`config.mk`:
```
export PLATFORM = sky130hd
export DESIGN_NAME = bresenham_line_stepper_top
export DESIGN_NICKNAME = d
export VERILOG_FILES = /design/src/design/bls_pkg.sv /design/src/design/bresenham_line_stepper_top.sv /design/src/design/bls_setup.sv /design/src/design/bls_step.sv
export SDC_FILE = /design/constraint.sdc
export NUM_CORES = 1
export LEC_CHECK = 0
export ABC_AREA = 1
export ABC_CLOCK_PERIOD_IN_PS = 13400
export BUFFER_PORTS_ARGS = -buffer_cell sky130_fd_sc_hd__buf_4
export CAP_MARGIN = 25
export CORE_UTILIZATION = 56
export CTS_BUF_LIST = sky130_fd_sc_hd__clkbuf_4 sky130_fd_sc_hd__clkbuf_8 sky130_fd_sc_hd__clkbuf_16
export DETAILED_ROUTE_END_ITERATION = 12
export PLACE_DENSITY_LB_ADDON = 0.15
export SYNTH_ARGS = -nofsm -noshare
export SYNTH_HDL_FRONTEND = slang
export SYNTH_HIERARCHICAL = 1
export SYNTH_SLANG_ARGS = --single-unit
```
`constraint.sdc`:
```
create_clock -name aclk -period 13.4 [get_ports aclk]
set_input_delay 1.34 -clock aclk [delete_from_list [all_inputs] [get_ports aclk]]
set_output_delay 1.34 -clock aclk [all_outputs]
set_load 0.05 [all_outputs]
```
`src/design/bls_pkg.sv`:
```
// ----------------------------------------------------------------------------
// Bresenham line stepper package
// Shared widths, reset values and item codes of the line stepper.
// ----------------------------------------------------------------------------
package bls_pkg;

    localparam int COORD_BITS_DEF = 10;
    localparam int WIDTH_BITS     = 11;
    localparam int ADDR_BITS      = 22;

    localparam logic [WIDTH_BITS-1:0] WIDTH_RESET = 11'd512;

    typedef enum logic {
        MODE_LOAD = 1'b0,
        MODE_STEP = 1'b1
    } mode_t;

    // Two-bit signed step direction.
    localparam logic [1:0] DIR_POS  = 2'b01;
    localparam logic [1:0] DIR_NEG  = 2'b11;
    localparam logic [1:0] DIR_NONE = 2'b00;

endpackage

```
`src/design/bresenham_line_stepper_top.sv`:
```
// ----------------------------------------------------------------------------
// Bresenham line stepper
// Integer line rasterizer: a load beat sets up a line between two endpoints,
// each step on a live line returns the next pixel with its RGB888 byte address.
//
//   Channel  Direction  Payload                                        Notes
//   s_       in         mode, start_x, start_y, end_x, end_y           load/step
//   m_       out        pixel_x, pixel_y, byte_address, last_pixel     live steps
//   cfg_     in         image width                                    write only
//
// A beat is held in the input register and then moves to the result
// register, which puts its pixel on the result port; the address multiply
// and the decision update sit in the single stage between the two registers.
// One beat is taken every cycle unless a stalled result holds the input stage.
// Reset is synchronous and active low; it drops the current line and sets
// the image width to 512. A stalled result register holds the input stage
// only when the waiting input beat is a step that yields a pixel.
// ----------------------------------------------------------------------------
module bresenham_line_stepper_top #(
    parameter int COORD_BITS = bls_pkg::COORD_BITS_DEF
) (
    input  logic                           aclk,
    input  logic                           aresetn,
    input  logic                           cfg_wr_en,
    input  logic [bls_pkg::WIDTH_BITS-1:0] cfg_wr_data,
    input  logic                           s_valid,
    output logic                           s_ready,
    input  logic                           s_mode,
    input  logic [COORD_BITS-1:0]          s_start_x,
    input  logic [COORD_BITS-1:0]          s_start_y,
    input  logic [COORD_BITS-1:0]          s_end_x,
    input  logic [COORD_BITS-1:0]          s_end_y,
    output logic                           m_valid,
    input  logic                           m_ready,
    output logic [COORD_BITS-1:0]          m_pixel_x,
    output logic [COORD_BITS-1:0]          m_pixel_y,
    output logic [bls_pkg::ADDR_BITS-1:0]  m_byte_address,
    output logic                           m_last_pixel
);

    logic [bls_pkg::WIDTH_BITS-1:0] image_width_reg;

    logic                  in_valid_reg;
    bls_pkg::mode_t        in_mode_reg;
    logic [COORD_BITS-1:0] in_start_x_reg;
    logic [COORD_BITS-1:0] in_start_y_reg;
    logic [COORD_BITS-1:0] in_end_x_reg;
    logic [COORD_BITS-1:0] in_end_y_reg;

    logic                  active_reg;
    logic [COORD_BITS-1:0] cur_col_reg;
    logic [COORD_BITS-1:0] cur_row_reg;
    logic [COORD_BITS-1:0] target_col_reg;
    logic [COORD_BITS-1:0] target_row_reg;
    logic [1:0]            col_dir_reg;
    logic [1:0]            row_dir_reg;
    logic [COORD_BITS:0]   twice_dcol_reg;
    logic [COORD_BITS:0]   twice_drow_reg;
    logic [COORD_BITS+2:0] decision_reg;
    logic                  row_major_reg;

    logic                          m_valid_reg;
    logic                          m_valid_next;
    logic [COORD_BITS-1:0]         m_pixel_x_reg;
    logic [COORD_BITS-1:0]         m_pixel_y_reg;
    logic [bls_pkg::ADDR_BITS-1:0] m_byte_address_reg;
    logic                          m_last_pixel_reg;

    logic [1:0]                    setup_col_dir;
    logic [1:0]                    setup_row_dir;
    logic [COORD_BITS:0]           setup_twice_dcol;
    logic [COORD_BITS:0]           setup_twice_drow;
    logic [COORD_BITS+2:0]         setup_decision;
    logic                          setup_row_major;

    logic [COORD_BITS-1:0]         step_next_col;
    logic [COORD_BITS-1:0]         step_next_row;
    logic [COORD_BITS+2:0]         step_next_decision;
    logic [bls_pkg::ADDR_BITS-1:0] step_byte_address;
    logic                          step_last_pixel;

    logic out_free;
    logic produce;
    logic advance;
    logic in_take;

    bls_setup #(
        .COORD_BITS (COORD_BITS)
    ) u_setup (
        .start_x    (in_start_x_reg),
        .start_y    (in_start_y_reg),
        .end_x      (in_end_x_reg),
        .end_y      (in_end_y_reg),
        .col_dir    (setup_col_dir),
        .row_dir    (setup_row_dir),
        .twice_dcol (setup_twice_dcol),
        .twice_drow (setup_twice_drow),
        .decision   (setup_decision),
        .row_major  (setup_row_major)
    );

    bls_step #(
        .COORD_BITS (COORD_BITS)
    ) u_step (
        .image_width   (image_width_reg),
        .cur_col       (cur_col_reg),
        .cur_row       (cur_row_reg),
        .target_col    (target_col_reg),
        .target_row    (target_row_reg),
        .col_dir       (col_dir_reg),
        .row_dir       (row_dir_reg),
        .twice_dcol    (twice_dcol_reg),
        .twice_drow    (twice_drow_reg),
        .decision      (decision_reg),
        .row_major     (row_major_reg),
        .next_col      (step_next_col),
        .next_row      (step_next_row),
        .next_decision (step_next_decision),
        .byte_address  (step_byte_address),
        .last_pixel    (step_last_pixel)
    );

    always_comb begin
        out_free = !m_valid_reg || m_ready;
        produce  = (in_mode_reg == bls_pkg::MODE_STEP) && active_reg;
        advance  = in_valid_reg && (!produce || out_free);
        s_ready  = !in_valid_reg || advance;
        in_take  = s_valid && s_ready;

        m_valid_next = m_valid_reg && !m_ready;
        if (advance && produce) begin
            m_valid_next = 1'b1;
        end
    end

    always_ff @(posedge aclk) begin
        if (!aresetn) begin
            image_width_reg <= bls_pkg::WIDTH_RESET;
            in_valid_reg    <= 1'b0;
            active_reg      <= 1'b0;
            m_valid_reg     <= 1'b0;
        end else begin
            if (cfg_wr_en) begin
                image_width_reg <= cfg_wr_data;
            end

            if (in_take) begin
                in_valid_reg <= 1'b1;
            end else if (advance) begin
                in_valid_reg <= 1'b0;
            end

            m_valid_reg <= m_valid_next;

            if (advance) begin
                if (in_mode_reg == bls_pkg::MODE_LOAD) begin
                    active_reg <= 1'b1;
                end else if (active_reg) begin
                    active_reg <= !step_last_pixel;
                end
            end
        end
    end

    always_ff @(posedge aclk) begin
        if (in_take) begin
            in_mode_reg    <= bls_pkg::mode_t'(s_mode);
            in_start_x_reg <= s_start_x;
            in_start_y_reg <= s_start_y;
            in_end_x_reg   <= s_end_x;
            in_end_y_reg   <= s_end_y;
        end

        if (advance) begin
            if (in_mode_reg == bls_pkg::MODE_LOAD) begin
                cur_col_reg    <= in_start_x_reg;
                cur_row_reg    <= in_start_y_reg;
                target_col_reg <= in_end_x_reg;
                target_row_reg <= in_end_y_reg;
                col_dir_reg    <= setup_col_dir;
                row_dir_reg    <= setup_row_dir;
                twice_dcol_reg <= setup_twice_dcol;
                twice_drow_reg <= setup_twice_drow;
                decision_reg   <= setup_decision;
                row_major_reg  <= setup_row_major;
            end else if (active_reg && !step_last_pixel) begin
                cur_col_reg  <= step_next_col;
                cur_row_reg  <= step_next_row;
                decision_reg <= step_next_decision;
            end
        end

        if (advance && produce) begin
            m_pixel_x_reg      <= cur_col_reg;
            m_pixel_y_reg      <= cur_row_reg;
            m_byte_address_reg <= step_byte_address;
            m_last_pixel_reg   <= step_last_pixel;
        end
    end

    assign m_valid        = m_valid_reg;
    assign m_pixel_x      = m_pixel_x_reg;
    assign m_pixel_y      = m_pixel_y_reg;
    assign m_byte_address = m_byte_address_reg;
    assign m_last_pixel   = m_last_pixel_reg;

endmodule

```
`src/design/bls_setup.sv`:
```
// ----------------------------------------------------------------------------
// Bresenham line stepper setup
// Derives step directions, doubled deltas, major axis and the initial
// decision term from the two endpoints of a new line.
// ----------------------------------------------------------------------------
module bls_setup #(
    parameter int COORD_BITS = bls_pkg::COORD_BITS_DEF
) (
    input  logic [COORD_BITS-1:0] start_x,
    input  logic [COORD_BITS-1:0] start_y,
    input  logic [COORD_BITS-1:0] end_x,
    input  logic [COORD_BITS-1:0] end_y,
    output logic [1:0]            col_dir,
    output logic [1:0]            row_dir,
    output logic [COORD_BITS:0]   twice_dcol,
    output logic [COORD_BITS:0]   twice_drow,
    output logic [COORD_BITS+2:0] decision,
    output logic                  row_major
);

    logic [COORD_BITS:0]   dx;
    logic [COORD_BITS:0]   dy;
    logic [COORD_BITS:0]   dx_neg;
    logic [COORD_BITS:0]   dy_neg;
    logic [COORD_BITS-1:0] adx;
    logic [COORD_BITS-1:0] ady;

    always_comb begin
        dx     = {1'b0, end_x} - {1'b0, start_x};
        dy     = {1'b0, end_y} - {1'b0, start_y};
        dx_neg = ~dx + 1'b1;
        dy_neg = ~dy + 1'b1;
        adx    = dx[COORD_BITS] ? dx_neg[COORD_BITS-1:0] : dx[COORD_BITS-1:0];
        ady    = dy[COORD_BITS] ? dy_neg[COORD_BITS-1:0] : dy[COORD_BITS-1:0];

        if (dx[COORD_BITS]) begin
            col_dir = bls_pkg::DIR_NEG;
        end else if (adx != '0) begin
            col_dir = bls_pkg::DIR_POS;
        end else begin
            col_dir = bls_pkg::DIR_NONE;
        end
        if (dy[COORD_BITS]) begin
            row_dir = bls_pkg::DIR_NEG;
        end else if (ady != '0) begin
            row_dir = bls_pkg::DIR_POS;
        end else begin
            row_dir = bls_pkg::DIR_NONE;
        end

        twice_dcol = {adx, 1'b0};
        twice_drow = {ady, 1'b0};
        row_major  = ady > adx;
        if (row_major) begin
            decision = {2'b00, adx, 1'b0} - {3'b000, ady};
        end else begin
            decision = {2'b00, ady, 1'b0} - {3'b000, adx};
        end
    end

endmodule

```
`src/design/bls_step.sv`:
```
// ----------------------------------------------------------------------------
// Bresenham line stepper step datapath
// Forms the current pixel with its byte address and end flag, and the
// position and decision term of the following pixel.
// ----------------------------------------------------------------------------
module bls_step #(
    parameter int COORD_BITS = bls_pkg::COORD_BITS_DEF
) (
    input  logic [bls_pkg::WIDTH_BITS-1:0] image_width,
    input  logic [COORD_BITS-1:0]          cur_col,
    input  logic [COORD_BITS-1:0]          cur_row,
    input  logic [COORD_BITS-1:0]          target_col,
    input  logic [COORD_BITS-1:0]          target_row,
    input  logic [1:0]                     col_dir,
    input  logic [1:0]                     row_dir,
    input  logic [COORD_BITS:0]            twice_dcol,
    input  logic [COORD_BITS:0]            twice_drow,
    input  logic [COORD_BITS+2:0]          decision,
    input  logic                           row_major,
    output logic [COORD_BITS-1:0]          next_col,
    output logic [COORD_BITS-1:0]          next_row,
    output logic [COORD_BITS+2:0]          next_decision,
    output logic [bls_pkg::ADDR_BITS-1:0]  byte_address,
    output logic                           last_pixel
);

    localparam int PROD_W = bls_pkg::WIDTH_BITS + COORD_BITS;
    localparam int SUM_W  = PROD_W + 1;
    localparam int TRI_W  = (SUM_W + 2 > bls_pkg::ADDR_BITS) ? SUM_W + 2 : bls_pkg::ADDR_BITS;

    logic [COORD_BITS-1:0] col_step;
    logic [COORD_BITS-1:0] row_step;
    logic [COORD_BITS-1:0] col_moved;
    logic [COORD_BITS-1:0] row_moved;
    logic [COORD_BITS+2:0] dcol_ext;
    logic [COORD_BITS+2:0] drow_ext;
    logic [COORD_BITS+2:0] dec_adj;
    logic                  minor_move;
    logic [PROD_W-1:0]     row_offset;
    logic [SUM_W-1:0]      pixel_index;
    logic [TRI_W-1:0]      index_wide;
    logic [TRI_W-1:0]      triple;

    always_comb begin
        col_step   = {{(COORD_BITS-2){col_dir[1]}}, col_dir};
        row_step   = {{(COORD_BITS-2){row_dir[1]}}, row_dir};
        col_moved  = cur_col + col_step;
        row_moved  = cur_row + row_step;
        dcol_ext   = {2'b00, twice_dcol};
        drow_ext   = {2'b00, twice_drow};
        minor_move = !decision[COORD_BITS+2];

        last_pixel = row_major ? (cur_row == target_row) : (cur_col == target_col);

        if (row_major) begin
            dec_adj       = minor_move ? decision - drow_ext : decision;
            next_decision = dec_adj + dcol_ext;
            next_col      = minor_move ? col_moved : cur_col;
            next_row      = row_moved;
        end else begin
            dec_adj       = minor_move ? decision - dcol_ext : decision;
            next_decision = dec_adj + drow_ext;
            next_col      = col_moved;
            next_row      = minor_move ? row_moved : cur_row;
        end

        // Three bytes per pixel: index times three is index plus twice index.
        row_offset   = PROD_W'(image_width) * PROD_W'(cur_row);
        pixel_index  = SUM_W'(row_offset) + SUM_W'(cur_col);
        index_wide   = TRI_W'(pixel_index);
        triple       = index_wide + (index_wide << 1);
        byte_address = triple[bls_pkg::ADDR_BITS-1:0];
    end

endmodule

```
Word level (Yosys, flattened, before mapping). Cells that the tools add are included. Widths: inputs -> output; s select.

Add/sub/neg operators: 14. Multipliers: 1. Magnitude comparators: 1. Eq/ne operators: 5. Mux-type cells: 24. Bitwise gates (word level): 3. Reductions and logical operators: 21.

Operator list (count): $mux 10 (10); $mux 13 (6); $add 13x11->13 (2); $sub 13x11->13 (2); $sub 11x10->12 (2); $add 21x10->22 (1); $add 22x22->22 (1); $sub 10x10->11 (2); $mul 11x10->21 (1); $add 10x1->10 const B (2); $add 10x10->10 (2); $eq 10x10->1 (2); $not 10->10 (2); $reduce_bool 10->1 (2); $gt 10x10->1 (1); $mux 1 (8); $logic_and 1x1->1 (6); $reduce_and 3->1 (2); $logic_not 1->1 (5); $reduce_and 2->1 (2); $logic_or 1x1->1 (3); $ne 3x2->1 const B (1); $ne 3x3->1 const B (1); $ne 2x1->1 const B (1); 2 further kinds (2).

Flip-flop bits (word level): 176. Input bits: 57. Output and inout port bits: 45. Word-level logic and storage cells: 92.

Depth between registers and ports, before layout.
Depth in word-level cells: 7. Gate-level depth with buffers: 32. Depth with buffers taken out: 31.

Modules after synthesis. Netlist, hierarchy kept.

By module, submodules not included: bls_step (times used 1, cells an instance 1422, area an instance 8984.9 um^2, seq. area each 0.0 um^2); bresenham_line_stepper_top (times used 1, cells an instance 346, area an instance 5904.4 um^2, seq. area each 5205.0 um^2); bls_setup (times used 1, cells an instance 561, area an instance 3100.5 um^2, seq. area each 0.0 um^2).

Worst setup path after synthesis. No wires, ideal clock.

Path type: reg2reg. Start point: reg cur_row_reg[1]. End point: reg m_byte_address_reg (netlist bit m_byte_address[18]), data pin. Library setup time: 0.252 ns. Arrival: 5.649 ns. Required time: 13.148 ns. Setup slack: 7.499 ns. Stages on the path, launching flop included: 30. Path buffers: 1. Period minus slack after synthesis: 5.901 ns. Cells stage by stage: edfxtp_1 clkbuf_1 nand2_1 fa_1 inv_1 fa_1 inv_1 fa_1 inv_1 fa_1 inv_1 fa_1 inv_1 ha_1 nand2_1 inv_1 nand2_1 nand3_1 xor2_1 ha_1 a21oi_1 o21ai_0 a21oi_1 nand2_1 nand3_2 nand2_2 nand2_1 nand2_1 nand2_1 nand2_1.

Longest elaborated chain between the ends: 3.

RTL lines: start, declared (RTL line bresenham_line_stepper_top.sv:52) `logic [COORD_BITS-1:0] cur_row_reg;`; start signal, assigned (RTL line bresenham_line_stepper_top.sv:177) `cur_row_reg <= in_start_y_reg;`; start signal, assigned (RTL line bresenham_line_stepper_top.sv:188) `cur_row_reg <= step_next_row;`; $mul 11x10->21 (RTL line bls_step.sv:68) `row_offset = PROD_W'(image_width) * PROD_W'(cur_row);`; $add 21x10->22 (RTL line bls_step.sv:69) `pixel_index = SUM_W'(row_offset) + SUM_W'(cur_col);`; $add 22x22->22 (RTL line bls_step.sv:71) `triple = index_wide + (index_wide << 1);`; via step_byte_address (one bit) (RTL line bresenham_line_stepper_top.sv:79) `logic [bls_pkg::ADDR_BITS-1:0] step_byte_address;`; end signal, assigned (RTL line bresenham_line_stepper_top.sv:196) `m_byte_address_reg <= step_byte_address;`; end, declared (RTL line bresenham_line_stepper_top.sv:66) `logic [bls_pkg::ADDR_BITS-1:0] m_byte_address_reg;`.

The timed path passes the listed nets, and every way through them passes these cells. A chain may end at the register's enable or synchronous reset.

Worst setup path after layout. Same ends and word-level chain as after synthesis.

==> impl_results.html <==
<table>
<tr><th>Metric</th><th>Value</th></tr>
<tr><th colspan="2">Placed design</th></tr>
<tr><td>Placed wire-length estimate after detailed placement</td><td>36.09 mm</td></tr>
<tr><td>Number of port buffers</td><td>101</td></tr>
<tr><td>Setup Slack @ Placement</td><td>7.081 ns</td></tr>
<tr><td>Routability congestion estimate from global placement</td><td>0.9582</td></tr>
<tr><th colspan="2">Synth</th></tr>
<tr><td>Proportion of synthesized chip area in sequential cells</td><td>0.2893</td></tr>
<tr><td>Synth area leaders</td><td>sky130_fd_sc_hd__edfxtp_1 27%, sky130_fd_sc_hd__nand2_1 14%, sky130_fd_sc_hd__ha_1 13%, sky130_fd_sc_hd__fa_1 10%, sky130_fd_sc_hd__inv_1 8.9%</td></tr>
<tr><td>Share of flip-flops with an asynchronous set or reset after synthesis</td><td>0</td></tr>
<tr><td>Compound-Gate Fraction of Synth Area</td><td>0.08005</td></tr>
<tr><td>Main combinational cell family by area after synthesis</td><td>simple AND/OR/NAND/NOR gates</td></tr>
<tr><td>Number of distinct library cells after synthesis</td><td>53</td></tr>
<tr><td>Post-synthesis instance area</td><td>17,990 um^2</td></tr>
<tr><td>Post-synthesis simple-gate area fraction</td><td>0.2400</td></tr>
<tr><td>Multiplexer fraction of the synthesized cell area</td><td>0.0005564</td></tr>
<tr><td>Number of synthesized flops with an enable pin</td><td>164</td></tr>
<tr><td>Share of the synthesized netlist area taken by xor and xnor gates</td><td>0.04820</td></tr>
<tr><td>Arithmetic-cell share of the synthesized area counting full adders, half adders and majority gates</td><td>0.2352</td></tr>
<tr><td>Primary flip-flop cell chosen by synthesis mapping</td><td>sky130_fd_sc_hd__edfxtp_1</td></tr>
<tr><td>Cell count after synthesis</td><td>2,329</td></tr>
<tr><td>Leading area contributor after synthesis</td><td>sky130_fd_sc_hd__edfxtp_1</td></tr>
<tr><td>Syn. warnings</td><td>6</td></tr>
<tr><td>Yosys top cell area share</td><td>0.2738</td></tr>
<tr><td>Mapped Avg Cell Area</td><td>7.724 um^2</td></tr>
<tr><td>FF+latch count, synth</td><td>178</td></tr>
<tr><th colspan="2">Hold path</th></tr>
<tr><td>Kind of path behind the tightest hold check</td><td>flip-flop to flip-flop</td></tr>
<tr><th colspan="2">Clocking</th></tr>
<tr><td>Root Driver</td><td>sky130_fd_sc_hd__clkbuf_16</td></tr>
<tr><td>Number of buffers added for setup after CTS</td><td>0</td></tr>
<tr><td>Resize count post-CTS</td><td>0</td></tr>
<tr><td>Number of buffers between clock root and the deepest sink</td><td>2</td></tr>
<tr><td>Clock latency at the later pin of the worst-skew pair</td><td>0.46 ns</td></tr>
<tr><td># clock sinks</td><td>178</td></tr>
<tr><td>TritonCTS clock tree</td><td>yes</td></tr>
<tr><td>Number of hold-repair buffers added at the cts stage</td><td>0</td></tr>
<tr><td>H-tree depth</td><td>4</td></tr>
<tr><td>Clock slew seen by the registers of the worst setup and hold paths</td><td>0.07 ns</td></tr>
<tr><td>Number of CTS-inserted buffers</td><td>17</td></tr>
<tr><th colspan="2">Critical path</th></tr>
<tr><td>Highest-delay cell along the critical path</td><td>sky130_fd_sc_hd__edfxtp_1</td></tr>
<tr><td>Top fanout value on the critical path</td><td>16</td></tr>
<tr><td>Startpoint Class</td><td>flip-flop</td></tr>
<tr><td>CP dominant cell by count</td><td>sky130_fd_sc_hd__nand2_1</td></tr>
<tr><td>Worst Setup End Kind</td><td>flip-flop</td></tr>
<tr><td>Arr. time, crit path</td><td>6.60 ns</td></tr>
<tr><td>Worst Setup Path Type</td><td>flip-flop to flip-flop</td></tr>
<tr><td>Family with the most delay on the worst path</td><td>adder cells</td></tr>
<tr><td>Required time of the critical path</td><td>13.62 ns</td></tr>
<tr><td>Buf+Inv Stages, Crit Path</td><td>5</td></tr>
<tr><td>Stage delay of the slowest cell on the critical path</td><td>0.69 ns</td></tr>
<tr><th colspan="2">Timing</th></tr>
<tr><td>Final Critical Period</td><td>6.377 ns</td></tr>
<tr><td>Least-Margin Pin Slew</td><td>0.8972 ns</td></tr>
<tr><td>Period utilisation layout</td><td>0.4759</td></tr>
<tr><td>Max Clock Skew</td><td>0.008689 ns</td></tr>
<tr><td>Count of final hold-check violations</td><td>0</td></tr>
<tr><td>Accumulated negative setup slack</td><td>0 ns</td></tr>
<tr><td>Worst-case headroom to the max-slew limit</td><td>0.3997</td></tr>
<tr><td>Setup repair after global routing missed its margin</td><td>false</td></tr>
<tr><td>Final setup slack of the worst path</td><td>7.023 ns</td></tr>
<tr><td>Max-slew violation total from the final report</td><td>0</td></tr>
<tr><td>Setup violation total in the final timing report</td><td>0</td></tr>
<tr><td>FMAX</td><td>156.8 MHz</td></tr>
<tr><th colspan="2">Global routing</th></tr>
<tr><td>Via count of the first global-routing pass</td><td>14,790</td></tr>
<tr><td>Leftover overflow at the end of global routing</td><td>0</td></tr>
<tr><td>First-pass GRT wire length</td><td>73.60 mm</td></tr>
<tr><td>Total routing usage reported by global routing</td><td>0.2837</td></tr>
<tr><td>Number of antenna violations at the first check in global routing</td><td>0</td></tr>
<tr><td>Largest net degree at the start of global routing</td><td>48</td></tr>
<tr><th colspan="2">Final layout</th></tr>
<tr><td>Number of nets in the final layout</td><td>2,746</td></tr>
<tr><td>Filler cells</td><td>2,802</td></tr>
<tr><td>Most common library cell in the layout ignoring fill and taps</td><td>sky130_fd_sc_hd__nand2_1</td></tr>
<tr><td>Commonest non-fill, non-tap cells in the layout</td><td>653 x sky130_fd_sc_hd__nand2_1, 425 x sky130_fd_sc_hd__inv_1, 191 x sky130_fd_sc_hd__ha_1, 164 x sky130_fd_sc_hd__edfxtp_1</td></tr>
<tr><td>Share of post-route cells with drive strength above 1</td><td>0.09632</td></tr>
<tr><td>Max reg flops</td><td>22</td></tr>
<tr><td>Diode insertion count for antenna repair</td><td>0</td></tr>
<tr><td>Area growth, synth to finish</td><td>9.313%</td></tr>
<tr><th colspan="2">Power</th></tr>
<tr><td>Pwr per Cell Area</td><td>206.0 nW/um^2</td></tr>
<tr><td>Worst voltage drop across the vdd grid</td><td>0.0002488 V</td></tr>
<tr><td>Leak Pwr</td><td>10.37 nW</td></tr>
<tr><th colspan="2">Drt</th></tr>
<tr><td>Routed len/inst</td><td>16.20 um</td></tr>
<tr><td>Post-route DRC violation count</td><td>0</td></tr>
<tr><td>Total vias in the final route</td><td>15,430</td></tr>
<tr><td>Routed vias/inst</td><td>5.470</td></tr>
<tr><td>Total iterations of the first detailed-routing run</td><td>6</td></tr>
<tr><td>Wirelength, routed</td><td>45.70 mm</td></tr>
<tr><td>DRC marker count from the first detailed-route iteration</td><td>1,386</td></tr>
<tr><td>Residual antenna-violating net count after detailed routing</td><td>0</td></tr>
<tr><th colspan="2">Die</th></tr>
<tr><td>Full die area</td><td>32,850 um^2</td></tr>
<tr><td>Total number of placement rows</td><td>65</td></tr>
<tr><td>Top-level I/O count</td><td>102</td></tr>
<tr><td>Core Box Area</td><td>31,560 um^2</td></tr>
<tr><td>Initial Utilization</td><td>0.5701</td></tr>
<tr><td>Height of the die</td><td>181.2 um</td></tr>
<tr><td>Die Span X</td><td>181.2 um</td></tr>
<tr><th colspan="2">Job</th></tr>
<tr><td>Max-cap violation count</td><td>0</td></tr>
<tr><th colspan="2">Status</th></tr>
<tr><td>Outcome</td><td>complete, no violations</td></tr>
</table>
==> layout make-up <==
type                            count  area [um^2]  area share
Sequential cell                   178         5205      0.2647
Clock buffer                       17        425.4     0.02163
Inverter                          443         1668     0.08481
Tap cell                          402        503.0     0.02558
Multi-Input combinational cell   1661        10880      0.5534
Clock inverter                     15        168.9    0.008589
Timing Repair Buffer              105        813.3     0.04136
==> worst paths after layout <==
check | to | slack [ns] | startpoint | cells after the start
hold / removal | target_col_reg[0] | 0.45 | in_end_x_reg[0] | 0
setup / recovery | m_byte_address[18] | 7.02 | cur_row_reg[1] | 28
setup reg to reg | m_byte_address[18] | 7.02 | cur_row_reg[1] | 28
hold reg to reg | target_col_reg[0] | 0.45 | in_end_x_reg[0] | 0
==> synth_stat cells, types with 2 or more instances <==
library cell,n
sky130_fd_sc_hd__a21oi_1,130
sky130_fd_sc_hd__buf_4,4
sky130_fd_sc_hd__nand2_4,7
sky130_fd_sc_hd__o22ai_1,5
sky130_fd_sc_hd__o2111ai_1,2
sky130_fd_sc_hd__buf_1,3
sky130_fd_sc_hd__nor2_2,4
sky130_fd_sc_hd__a31oi_1,11
sky130_fd_sc_hd__nor3_1,9
sky130_fd_sc_hd__nor2_1,116
sky130_fd_sc_hd__o21ai_1,4
sky130_fd_sc_hd__buf_6,3
sky130_fd_sc_hd__xor2_1,69
sky130_fd_sc_hd__edfxtp_1,164
sky130_fd_sc_hd__clkbuf_1,27
sky130_fd_sc_hd__nand3_1,130
sky130_fd_sc_hd__inv_1,428
sky130_fd_sc_hd__ha_1,191
sky130_fd_sc_hd__o21bai_1,9
sky130_fd_sc_hd__nand2_2,39
sky130_fd_sc_hd__nor4_1,3
sky130_fd_sc_hd__buf_2,10
sky130_fd_sc_hd__xnor2_1,30
sky130_fd_sc_hd__nand3_2,10
sky130_fd_sc_hd__a21oi_2,2
sky130_fd_sc_hd__nand3b_1,4
sky130_fd_sc_hd__o21ai_0,85
sky130_fd_sc_hd__fa_1,92
sky130_fd_sc_hd__inv_2,13
sky130_fd_sc_hd__nand2_1,653
sky130_fd_sc_hd__and2_1,3
sky130_fd_sc_hd__a21o_1,8
sky130_fd_sc_hd__or2_2,8
sky130_fd_sc_hd__dfxtp_1,14
sky130_fd_sc_hd__inv_4,2
sky130_fd_sc_hd__nand4_1,18
sky130_fd_sc_hd__nor3_2,3
==> metal layers <==
layer  routed length [um]  part of all wire  global-route usage
met1                20160              0.44              0.3815
met2                21680              0.47              0.4726
met3                 2732             0.060             0.03689
met4                 1125             0.025             0.09356
met5                    0                 0                   0
==> cells by family after synthesis <==
| family | after synthesis |
|---|---|
| multiplexers | 1 |
| flip-flops | 178 |
| AND/OR/NAND/NOR | 1010 |
| other | 1 |
| adder cells (fa/ha/maj) | 283 |
| buffers and inverters | 491 |
| XOR/XNOR | 99 |
| AO/OA/AOI/OAI | 266 |
==> power by group <==
| group | leakage (nW) | internal [mW] | switching, mW | total (mW) |
|---|---|---|---|---|
| sequential | 1.64 | 0.762 | 0.0470 | 0.809 |
| clock | 0.281 | 0.265 | 0.252 | 0.517 |
| combinational | 8.45 | 1.01 | 1.72 | 2.73 |
| total | 10.4 | 2.03 | 2.02 | 4.05 |
==> stage by stage <==
| step | std cells | power (mW) | hold WS, ns | instance area (um^2) | utilization |
|---|---|---|---|---|---|
| 3_3_place_gp | 2787 | 3.471 | 0.4314 | 19030 | 0.6031 |
| 2_1_floorplan | 2330 | 2.966 | 0.4264 | 17990 | - |
| 3_5_place_dp | 2787 | 3.495 | 0.4347 | 19030 | 0.6031 |
| 4_1_cts | 2819 | 4.036 | 0.4507 | 19630 | 0.6219 |
| 5_1_grt | 2821 | 4.438 | 0.4596 | 19670 | 0.6232 |
| 6_report | 2821 | 4.051 | 0.4510 | 19670 | 0.6232 |
Note: power is estimated with default switching activity, not from simulation.
